<file path="src/hdl/likelihood_underflow_rescaler_top_macros.svh">
// Assertion macros shared by the rescaler modules.
`ifndef LIKELIHOOD_UNDERFLOW_RESCALER_TOP_MACROS_SVH
`define LIKELIHOOD_UNDERFLOW_RESCALER_TOP_MACROS_SVH
// Implication checked on every clock edge outside reset.
`define LUR_ASSERT(label, clk, rst_n, prop, msg) \
  label: assert property (@(posedge clk) disable iff (!rst_n) prop) else $error(msg);
// A signal keeps its value in the cycle after a condition holds.
`define LUR_ASSERT_STABLE(label, clk, rst_n, cond, sig, msg) \
  label: assert property (@(posedge clk) disable iff (!rst_n) (cond) |=> $stable(sig)) \
    else $error(msg);
`endif

</file>
<file path="src/hdl/lur_pkg.sv">
// ----------------------------------------------------------------------------
// Likelihood rescaler package
// Shared types, constants and the per-lane scaling function.
// ----------------------------------------------------------------------------
package lur_pkg;

  localparam int unsigned Lanes = 16;
  localparam int unsigned Pairs = 8;
  localparam int unsigned IdxW = 24;
  localparam logic [30:0] TinyLimit = 31'h2F80_0000;

  typedef struct packed {
    logic [63:0] stream3_hi;
    logic [63:0] stream3_lo;
    logic [63:0] stream2_hi;
    logic [63:0] stream2_lo;
    logic [63:0] stream1_hi;
    logic [63:0] stream1_lo;
    logic [63:0] stream0_hi;
    logic [63:0] stream0_lo;
  } in_item_t;

  typedef struct packed {
    logic            last_of_run;
    logic            scaled;
    logic [IdxW-1:0] site_index;
    logic [63:0]     out_pair_7;
    logic [63:0]     out_pair_6;
    logic [63:0]     out_pair_5;
    logic [63:0]     out_pair_4;
    logic [63:0]     out_pair_3;
    logic [63:0]     out_pair_2;
    logic [63:0]     out_pair_1;
    logic [63:0]     out_pair_0;
  } out_item_t;

  typedef struct packed {
    logic            scale;
    logic            last;
    logic [IdxW-1:0] idx;
  } site_ctl_t;

  // Exact multiplication of a value below 2^-32 by 2^32.
  function automatic logic [31:0] scale_lane(input logic [31:0] v);
    logic [4:0]  p;
    logic [22:0] man;
    logic [22:0] frac;
    logic [7:0]  ex;
    man  = v[22:0];
    p    = '0;
    for (int b = 0; b < 23; b++) begin
      if (man[b]) begin
        p = 5'(b);
      end
    end
    frac = 23'(man << (5'd23 - p));
    ex   = v[30:23];
    if (ex != 8'd0) begin
      scale_lane = {v[31], ex + 8'd32, man};
    end else if (man == 23'd0) begin
      scale_lane = v;
    end else begin
      scale_lane = {v[31], 8'({3'd0, p} + 8'd10), frac};
    end
  endfunction

endpackage

</file>
<file path="src/hdl/likelihood_underflow_rescaler_top.sv">
// ----------------------------------------------------------------------------
// Likelihood underflow rescaler
// Rescales a site of 16 single-precision likelihoods by 2^32 on underflow.
//
// Channel   Direction  Handshake           Payload
// in        input      in_valid/in_ready   lur_pkg::in_item_t
// out       output     out_valid/out_ready lur_pkg::out_item_t
// cfg       input      cfg_valid/cfg_ready site_count, 24 bits
//
// One site is accepted per cycle unless an output stall fills both stages.
// The input register and result register together form a two-deep pipe.
// Reset clears site_count, the site counter and both valid flags.
// A stalled output holds its result and stops input only when both stages are full.
// ----------------------------------------------------------------------------
`include "likelihood_underflow_rescaler_top_macros.svh"
module likelihood_underflow_rescaler_top (
  input  logic               clk_i,
  input  logic               rst_ni,
  input  logic               in_valid,
  output logic               in_ready,
  input  lur_pkg::in_item_t  in_data_i,
  output logic               out_valid,
  input  logic               out_ready,
  output lur_pkg::out_item_t out_data_o,
  input  logic               cfg_valid,
  output logic               cfg_ready,
  input  logic [23:0]        cfg_data_i
);
  lur_pkg::in_item_t          in_q;
  lur_pkg::site_ctl_t         ctl_q, ctl_d;
  logic                       in_vld_q;
  lur_pkg::out_item_t         res_q, res_d;
  logic                       res_vld_q;
  logic [lur_pkg::IdxW-1:0]   site_count_q;
  logic                       adv, take, real_site, last_site;
  logic [lur_pkg::IdxW-1:0]   idx;

  assign cfg_ready = 1'b1;
  assign adv       = in_vld_q && (!res_vld_q || out_ready);
  assign in_ready  = !in_vld_q || adv;
  assign take      = in_valid && in_ready;

  lur_site_ctrl u_ctrl (
    .clk_i,
    .rst_ni,
    .step_i       (take),
    .site_count_i (site_count_q),
    .real_o       (real_site),
    .last_o       (last_site),
    .idx_o        (idx)
  );

  assign ctl_d = '{scale: real_site, last: last_site, idx: idx};

  lur_scale_datapath u_dp (
    .item_i (in_q),
    .ctl_i  (ctl_q),
    .res_o  (res_d)
  );

  always_ff @(posedge clk_i or negedge rst_ni) begin
    if (!rst_ni) begin
      site_count_q <= '0;
      in_vld_q     <= 1'b0;
      res_vld_q    <= 1'b0;
    end else begin
      if (cfg_valid) begin
        site_count_q <= cfg_data_i;
      end
      if (in_ready) begin
        in_vld_q <= in_valid;
      end
      if (adv) begin
        res_vld_q <= 1'b1;
      end else if (out_ready) begin
        res_vld_q <= 1'b0;
      end
    end
  end

  always_ff @(posedge clk_i) begin
    if (take) begin
      in_q  <= in_data_i;
      ctl_q <= ctl_d;
    end
    if (adv) begin
      res_q <= res_d;
    end
  end

  assign out_valid  = res_vld_q;
  assign out_data_o = res_q;

  `LUR_ASSERT_STABLE(a_stall_hold, clk_i, rst_ni, (out_valid && !out_ready), res_q,
    "result changed while stalled")
  `LUR_ASSERT(a_scale_real, clk_i, rst_ni,
    (out_valid && res_q.scaled) |-> (res_q.site_index < site_count_q),
    "scaled flag on padding site")
  `LUR_ASSERT(a_no_drop, clk_i, rst_ni, (in_vld_q && res_vld_q && !out_ready) |-> !in_ready,
    "input accepted into a full pipe")
endmodule

</file>
<file path="src/hdl/lur_site_ctrl.sv">
// ----------------------------------------------------------------------------
// Site counter
// Tracks the site index within a run and flags real and last sites.
// ----------------------------------------------------------------------------
`include "likelihood_underflow_rescaler_top_macros.svh"
module lur_site_ctrl (
  input  logic                        clk_i,
  input  logic                        rst_ni,
  input  logic                        step_i,
  input  logic [lur_pkg::IdxW-1:0]    site_count_i,
  output logic                        real_o,
  output logic                        last_o,
  output logic [lur_pkg::IdxW-1:0]    idx_o
);
  logic [lur_pkg::IdxW-1:0] cnt_q, cnt_d;
  logic [lur_pkg::IdxW:0]   total;
  logic [lur_pkg::IdxW:0]   next_idx;

  assign total    = {1'b0, site_count_i} + {{lur_pkg::IdxW{1'b0}}, site_count_i[0]};
  assign next_idx = {1'b0, cnt_q} + 25'd1;
  assign last_o   = next_idx >= total;
  assign real_o   = cnt_q < site_count_i;
  assign idx_o    = cnt_q;
  assign cnt_d    = last_o ? '0 : next_idx[lur_pkg::IdxW-1:0];

  always_ff @(posedge clk_i or negedge rst_ni) begin
    if (!rst_ni) begin
      cnt_q <= '0;
    end else if (step_i) begin
      cnt_q <= cnt_d;
    end
  end

  `LUR_ASSERT(a_wrap, clk_i, rst_ni, (step_i && last_o) |=> (cnt_q == '0),
    "counter did not wrap after last site")
  `LUR_ASSERT_STABLE(a_hold, clk_i, rst_ni, !step_i, cnt_q,
    "counter moved without a transaction")
  `LUR_ASSERT(a_real_not_last, clk_i, rst_ni,
    (real_o && (next_idx < {1'b0, site_count_i})) |-> !last_o,
    "last flagged inside the run")
endmodule

</file>
<file path="src/hdl/lur_scale_datapath.sv">
// ----------------------------------------------------------------------------
// Scaling datapath
// Tests all lanes for underflow; scales a real all-tiny site exactly by 2^32.
// ----------------------------------------------------------------------------
module lur_scale_datapath (
  input  lur_pkg::in_item_t  item_i,
  input  lur_pkg::site_ctl_t ctl_i,
  output lur_pkg::out_item_t res_o
);
  logic [lur_pkg::Lanes-1:0][31:0] lane;
  logic [lur_pkg::Lanes-1:0][31:0] res;
  logic [lur_pkg::Lanes-1:0]       tiny;
  logic                            scale;

  assign lane = item_i;

  always_comb begin
    for (int i = 0; i < lur_pkg::Lanes; i++) begin
      tiny[i] = lane[i][30:0] < lur_pkg::TinyLimit;
    end
  end

  assign scale = (&tiny) && ctl_i.scale;

  always_comb begin
    for (int i = 0; i < lur_pkg::Lanes; i++) begin
      res[i] = scale ? lur_pkg::scale_lane(lane[i]) : lane[i];
    end
  end

  assign res_o = {ctl_i.last, scale, ctl_i.idx, res};
endmodule

</file>
<file path="config.mk">
export PLATFORM = sky130hd
export DESIGN_NAME = likelihood_underflow_rescaler_top
export DESIGN_NICKNAME = d
export VERILOG_FILES = /design/src/hdl/lur_pkg.sv /design/src/hdl/likelihood_underflow_rescaler_top.sv /design/src/hdl/lur_site_ctrl.sv /design/src/hdl/lur_scale_datapath.sv
export VERILOG_INCLUDE_DIRS = /design/src /design/src/hdl
export SDC_FILE = /design/constraint.sdc
export NUM_CORES = 2
export LEC_CHECK = 0
export BUFFER_PORTS_ARGS = -buffer_cell sky130_fd_sc_hd__buf_2
export CAP_MARGIN = 20
export CORE_AREA = 2 2 419 421
export CTS_CLUSTER_SIZE = 20
export DETAILED_ROUTE_END_ITERATION = 8
export DIE_AREA = 0 0 421 423
export PLACE_DENSITY_LB_ADDON = 0.25
export SKIP_LAST_GASP = 1
export SYNTH_ARGS = -nofsm -noshare
export SYNTH_HDL_FRONTEND = slang
export SYNTH_SLANG_ARGS = --single-unit
</file>
<file path="constraint.sdc">
create_clock -name clk_i -period 51.4 [get_ports clk_i]
set_input_delay 5.14 -clock clk_i [delete_from_list [all_inputs] [get_ports clk_i]]
set_output_delay 5.14 -clock clk_i [all_outputs]
set_load 0.05 [all_outputs]
</file>
Word level (Yosys, flattened, before mapping)
Cells that the tools add are included.
{"block": "classes", "n_addsub": 50, "magnitude_cmp": 18, "shifts": 16, "muxes": 403, "reduce_logical": 41}
{"operator": "$mux 31", "count": 48}
{"operator": "$mux 5", "count": 112}
{"operator": "$mux 4", "count": 128}
{"operator": "$lt 31x30->1 const B", "count": 16}
{"operator": "$logic_not 23->1", "count": 16}
{"operator": "$shl 23x5->23", "count": 16}
{"operator": "$mux 3", "count": 64}
{"operator": "$add 8x6->8 const B", "count": 16}
{"operator": "$reduce_bool 8->1", "count": 16}
{"operator": "$add 5x4->6 const B", "count": 16}
{"operator": "$sub 5x5->5 const A", "count": 16}
{"operator": "$mux 2", "count": 32}
{"operator": "$add 24x1->25", "count": 1}
{"operator": "$add 24x1->25 const B", "count": 1}
{"operator": "$ge 25x25->1", "count": 1}
{"operator": "$lt 24x24->1", "count": 1}
{"operator": "$mux 24", "count": 1}
{"operator": "$mux 1", "count": 18}
{"operator": "$reduce_and 16->1", "count": 1}
{"operator": "$logic_and 1x1->1", "count": 3}
{"operator": "$logic_not 1->1", "count": 2}
{"operator": "$logic_or 1x1->1", "count": 2}
{"operator": "$reduce_bool 2->1", "count": 1}
{"block": "word_totals", "register_bits": 1126, "output_inout_bits": 541, "wordCells": 554}

Longest topological paths before layout
{"block": "logic_depth", "depth_word": 27, "depth_mapped": 20, "mapped_depth_nobuf": 18}

Cells and area by module
From an unflattened synthesis, not the netlist that was laid out.
{"block": "unflattened", "hier_cells": 6367, "area_unflattened_um2": 65272.6}
{"mod": "likelihood_underflow_rescaler_top", "instances": 1, "cells_each": 1137, "area_per_inst_um2": 33408.3}
{"mod": "lur_scale_datapath", "instances": 1, "cells_each": 4872, "area_per_inst_um2": 28900.2}
{"mod": "lur_site_ctrl", "instances": 1, "cells_each": 358, "area_per_inst_um2": 2964.1}

Least setup slack after synthesis
OpenSTA, ideal clock, no wires.
{"block": "synth_path", "path_kind": "input -> register", "from": "in out_ready", "to": "reg u_ctrl.cnt_q, in the netlist u_ctrl.idx_o[20]", "setup_ns": 0.141, "t_arrival_ns": 22.362, "slack_ns": 28.897, "stages": 7, "n_path_buf": 1, "cell_sequence": "nand3b_1 -> nand2_1 -> inv_1 -> clkbuf_1 -> o21ai_0 -> nand2_1 -> o31ai_1"}
{"block": "synth_via", "elab_chain_len": 4}
{"element": "from (decl)", "line_no": "likelihood_underflow_rescaler_top.sv:23", "text": "input logic out_ready,"}
{"element": "$logic_or 1x1->1", "line_no": "likelihood_underflow_rescaler_top.sv:39", "text": "assign adv = in_vld_q && (!res_vld_q || out_ready);"}
{"element": "$logic_and 1x1->1", "line_no": "likelihood_underflow_rescaler_top.sv:39"}
{"element": "$logic_or 1x1->1", "line_no": "likelihood_underflow_rescaler_top.sv:40", "text": "assign in_ready = !in_vld_q || adv;"}
{"element": "$logic_and 1x1->1", "line_no": "likelihood_underflow_rescaler_top.sv:41", "text": "assign take = in_valid && in_ready;"}
{"element": "net take", "line_no": "likelihood_underflow_rescaler_top.sv:35", "text": "logic adv, take, real_site, last_site;"}
{"element": "to (signal assigned)", "line_no": "lur_site_ctrl.sv:30", "text": "cnt_q <= cnt_d;"}
{"element": "to (decl)", "line_no": "lur_site_ctrl.sv:15", "text": "logic [lur_pkg::IdxW-1:0] cnt_q, cnt_d;"}
The timed path passes the listed nets, and every way through them passes these cells.
A chain may end at the register's enable or synchronous reset.

Worst setup path after layout
{"block": "layout_path", "from": "in out_ready", "to": "out in_ready"}
{"block": "layout_via", "elab_chain_len": 3}
{"element": "$logic_or 1x1->1", "line_no": "likelihood_underflow_rescaler_top.sv:39"}
{"element": "$logic_and 1x1->1", "line_no": "likelihood_underflow_rescaler_top.sv:39"}
{"element": "$logic_or 1x1->1", "line_no": "likelihood_underflow_rescaler_top.sv:40"}
{"element": "to (decl)", "line_no": "likelihood_underflow_rescaler_top.sv:20", "text": "output logic in_ready,"}
Every way passes these cells.

==> flow_metrics.env <==
export IMPL_ys_seq_area_share_pct=51.6
export IMPL_die_y_um=423
export IMPL_hold_buffers=0
export IMPL_critPathCaptureType="output pin"
export IMPL_ant_nets=0
export IMPL_ctsResizeCount=0
export IMPL_hold_viol_final=0
export IMPL_die_x_um=421
export IMPL_cpPeakStageDelay_ns=0.24
export IMPL_start_util_pct=37.6
export IMPL_grt_pass1_vias=55300
export IMPL_critPathLaunchType="input pin"
export IMPL_die_area_mm2=0.178
export IMPL_viasPerCell=6.10
export IMPL_pre_cts_ws_ns=40.61
export IMPL_avgSynthCellArea_um2=10.5
export IMPL_setup_viol=0
export IMPL_io_buffers=1080
export IMPL_multiInputGateArea_mm2=0.0294
export IMPL_crit_path_cell_trace="buf_2 -> nand3b_1 -> buf_2"
export IMPL_via_count=58400
export IMPL_drv_cap=0
export IMPL_yosysWarnings=0
export IMPL_cp_num_buf_inv=2
export IMPL_worstSetupPathType="input pin to output pin"
export IMPL_hold_path_class="flip-flop to flip-flop"
export IMPL_peakVddDrop_mv=0.0318
export IMPL_rows=153
export IMPL_period_needed_ns=10.81
export IMPL_fill_cells=16500
export IMPL_path_max_fanout=3
export IMPL_track_usage_pct=30.9
export IMPL_crit_family="buffers and inverters"
export IMPL_postSynthCellCount=6189
export IMPL_syn_cell_area_mm2=0.0651
export IMPL_area_growth_pct=18.4
export IMPL_grt_remaining_overflow=0
export IMPL_cts_sinks=1126
export IMPL_drt_initial_drc_count=6284
export IMPL_cp_common_cell="buf_2"
export IMPL_ys_ff_latch=1126
export IMPL_drt_wl_total_um=287000
export IMPL_timing_setup_tns_ns=0
export IMPL_synth_flop_cell="edfxtp_1"
export IMPL_hpwlAfterDp_um=221000
export IMPL_gp_congestion=0.991
export IMPL_final_layout_size_suffix_gt1_share_pct=21.9
export IMPL_power_w=0.00262
export IMPL_tritoncts="done"
export IMPL_p_leak_nw=30.7
export IMPL_drv_slew=0
export IMPL_synth_area_top_cells="edfxtp_1 (50%), mux2i_1 (7.3%), nand2_1 (3.8%), o21ai_0 (3.2%), nor2_1 (2.8%)"
export IMPL_crit_slowest_cell="buf_2"
export IMPL_async_reset_ff_share_pct=4.44
export IMPL_synth_edf_count=1076
export IMPL_synth_most_common_cell="edfxtp_1"
export IMPL_status="complete, no violations"
export IMPL_wire_per_inst_um=30.0
export IMPL_io_pins=1082
export IMPL_fin_skew_ns=0.0380
export IMPL_cts_max_path_buffers=3
export IMPL_yosysTopAreaCellShare_pct=49.7
export IMPL_synth_top_area_cell="edfxtp_1"
export IMPL_cts_root_buffer="clkbuf_16"
export IMPL_post_cts_buffers=0
export IMPL_synth_common_cells="edfxtp_1 (1076), nand2_1 (655), nor2_1 (481)"
export IMPL_period_share_pct=21.0
export IMPL_fmax_ghz=0.0925
export IMPL_firstDrtPassIters=6
export IMPL_worstPathRequired_ns=46.26
export IMPL_grt_max_degree=145
export IMPL_grt_pass1_wl_um=406000
export IMPL_core_mm2=0.173
export IMPL_tightest_slew_ns=1.19
export IMPL_cts_buffers=131
export IMPL_critPathArrivalTime_ns=5.67
export IMPL_ctsHtreeMaxLevel=4
export IMPL_drc=0
export IMPL_antenna_found_initial=63
export IMPL_power_density_mw_per_mm2=34.0
export IMPL_clkTransAtPathRegs_ns=0.07
export IMPL_synth_cell_types=98
export IMPL_syn_num_nets=6843
export IMPL_clk_latency_ns=0.82
export IMPL_regArea_mm2=0.0336
export IMPL_setup_slack_ns=40.59
export IMPL_nets=7789
export IMPL_rsz0062_at_grt="false"
export IMPL_maxSlewHeadroom_pct=20.2
-- worst paths after layout --
path | depth (start not counted) | from | slack [ns] | endpoint
max | 3 | out_ready | 40.59 | in_ready
min in group asynchronous | 2 | rst_ni | 4.46 | u_ctrl.idx_o[7]$_DFFE_PN0P_
min reg2reg | 0 | in_q[447]$_DFFE_PP_ | 0.39 | out_data_o[447]$_DFFE_PP_
min | 0 | in_q[447]$_DFFE_PP_ | 0.39 | out_data_o[447]$_DFFE_PP_
max reg2reg | 18 | u_ctrl.idx_o[0]$_DFFE_PN0P_ | 45.74 | u_ctrl.idx_o[15]$_DFFE_PN0P_
max in group asynchronous | 2 | rst_ni | 46.50 | u_ctrl.idx_o[3]$_DFFE_PN0P_
-- cell families (layout without fill, tap and decap cells) --
family                     count (synthesis)  after routing  synth area share (%)
AOI/OAI and AO/OA                       1784           1784                  18.6
muxes                                    581            581                  9.46
buffers and inverters                    575           1613                  3.42
and+or+nand+nor                         1948           1948                  13.9
other                                      1             34               0.00576
adders and majority gates                113            113                  2.17
xor gates and xnor gates                  61             61                 0.821
DFF                                     1126           1126                  51.6
-- per-stage QoR --
| stage | utilization [%] | instances | hold WS (ns) | instance area, µm² |
|---|---|---|---|---|
| floorplan | - | 6189 | 0.400 | 65100 |
| global placement | 42.0 | 9325 | 0.401 | 72800 |
| detailed placement | 42.0 | 9327 | 0.405 | 72800 |
| CTS | 44.4 | 9552 | 0.394 | 77000 |
| global route | 44.5 | 9573 | 0.401 | 77000 |
| finish | 44.5 | 9585 | 0.393 | 77100 |
-- flip-flops by register name, summed over array words and instances, names as in the netlist --
| name | count |
|---|---|
| in_vld_q | 1 |
| in_q | 512 |
| ctl_q | 26 |
| u_ctrl.idx_o | 24 |
| site_count_q | 24 |
| out_valid | 1 |
| out_data_o | 538 |
-- where the power goes --
part	internal, W	total, W	switching [W]
registers	0.00109	0.00118	0.0000892
clock network	0.000518	0.000919	0.000401
logic	0.000156	0.000517	0.000362
-- metal layers --
metal	routed length (µm)	global-route usage, %	share of wire [%]
met1	112000	38.6	39
met2	135000	50.0	47
met3	20800	5.82	7.3
met4	18900	18.1	6.6
met5	209	0	0.073
-- cell usage in the layout, fill, tap and decap left out, types with 50 or more instances in the layout --
cell,count
ha_1,113
inv_1,188
edfxtp_1,1076
dfrtp_1,50
o22ai_1,62
a211oi_1,53
clkbuf_16,133
buf_4,91
nand2_1,655
o211ai_1,50
nand4_1,53
a21oi_1,328
mux2_2,86
a21o_1,120
nor4_1,103
a22oi_1,68
a22o_1,65
nand3_1,172
o21ai_0,413
nor3_1,150
mux2i_1,475
nand2b_1,69
nor2_1,479
buf_2,1080
a221oi_1,50
o31ai_1,71
a31oi_1,52
-- area by class of cell --
| type | count | share of cell area (%) |
|---|---|---|
| Antenna cell | 33 | 0.107 |
| Tap cell | 2325 | 3.77 |
| Clock buffer | 154 | 4.43 |
| Sequential cell | 1126 | 43.6 |
| Inverter | 212 | 1.04 |
| Clock inverter | 71 | 0.960 |
| Timing Repair Buffer | 1176 | 8.01 |
| Multi-Input combinational cell | 4488 | 38.1 |
No activity file was read; power rests on OpenSTA's default activity.
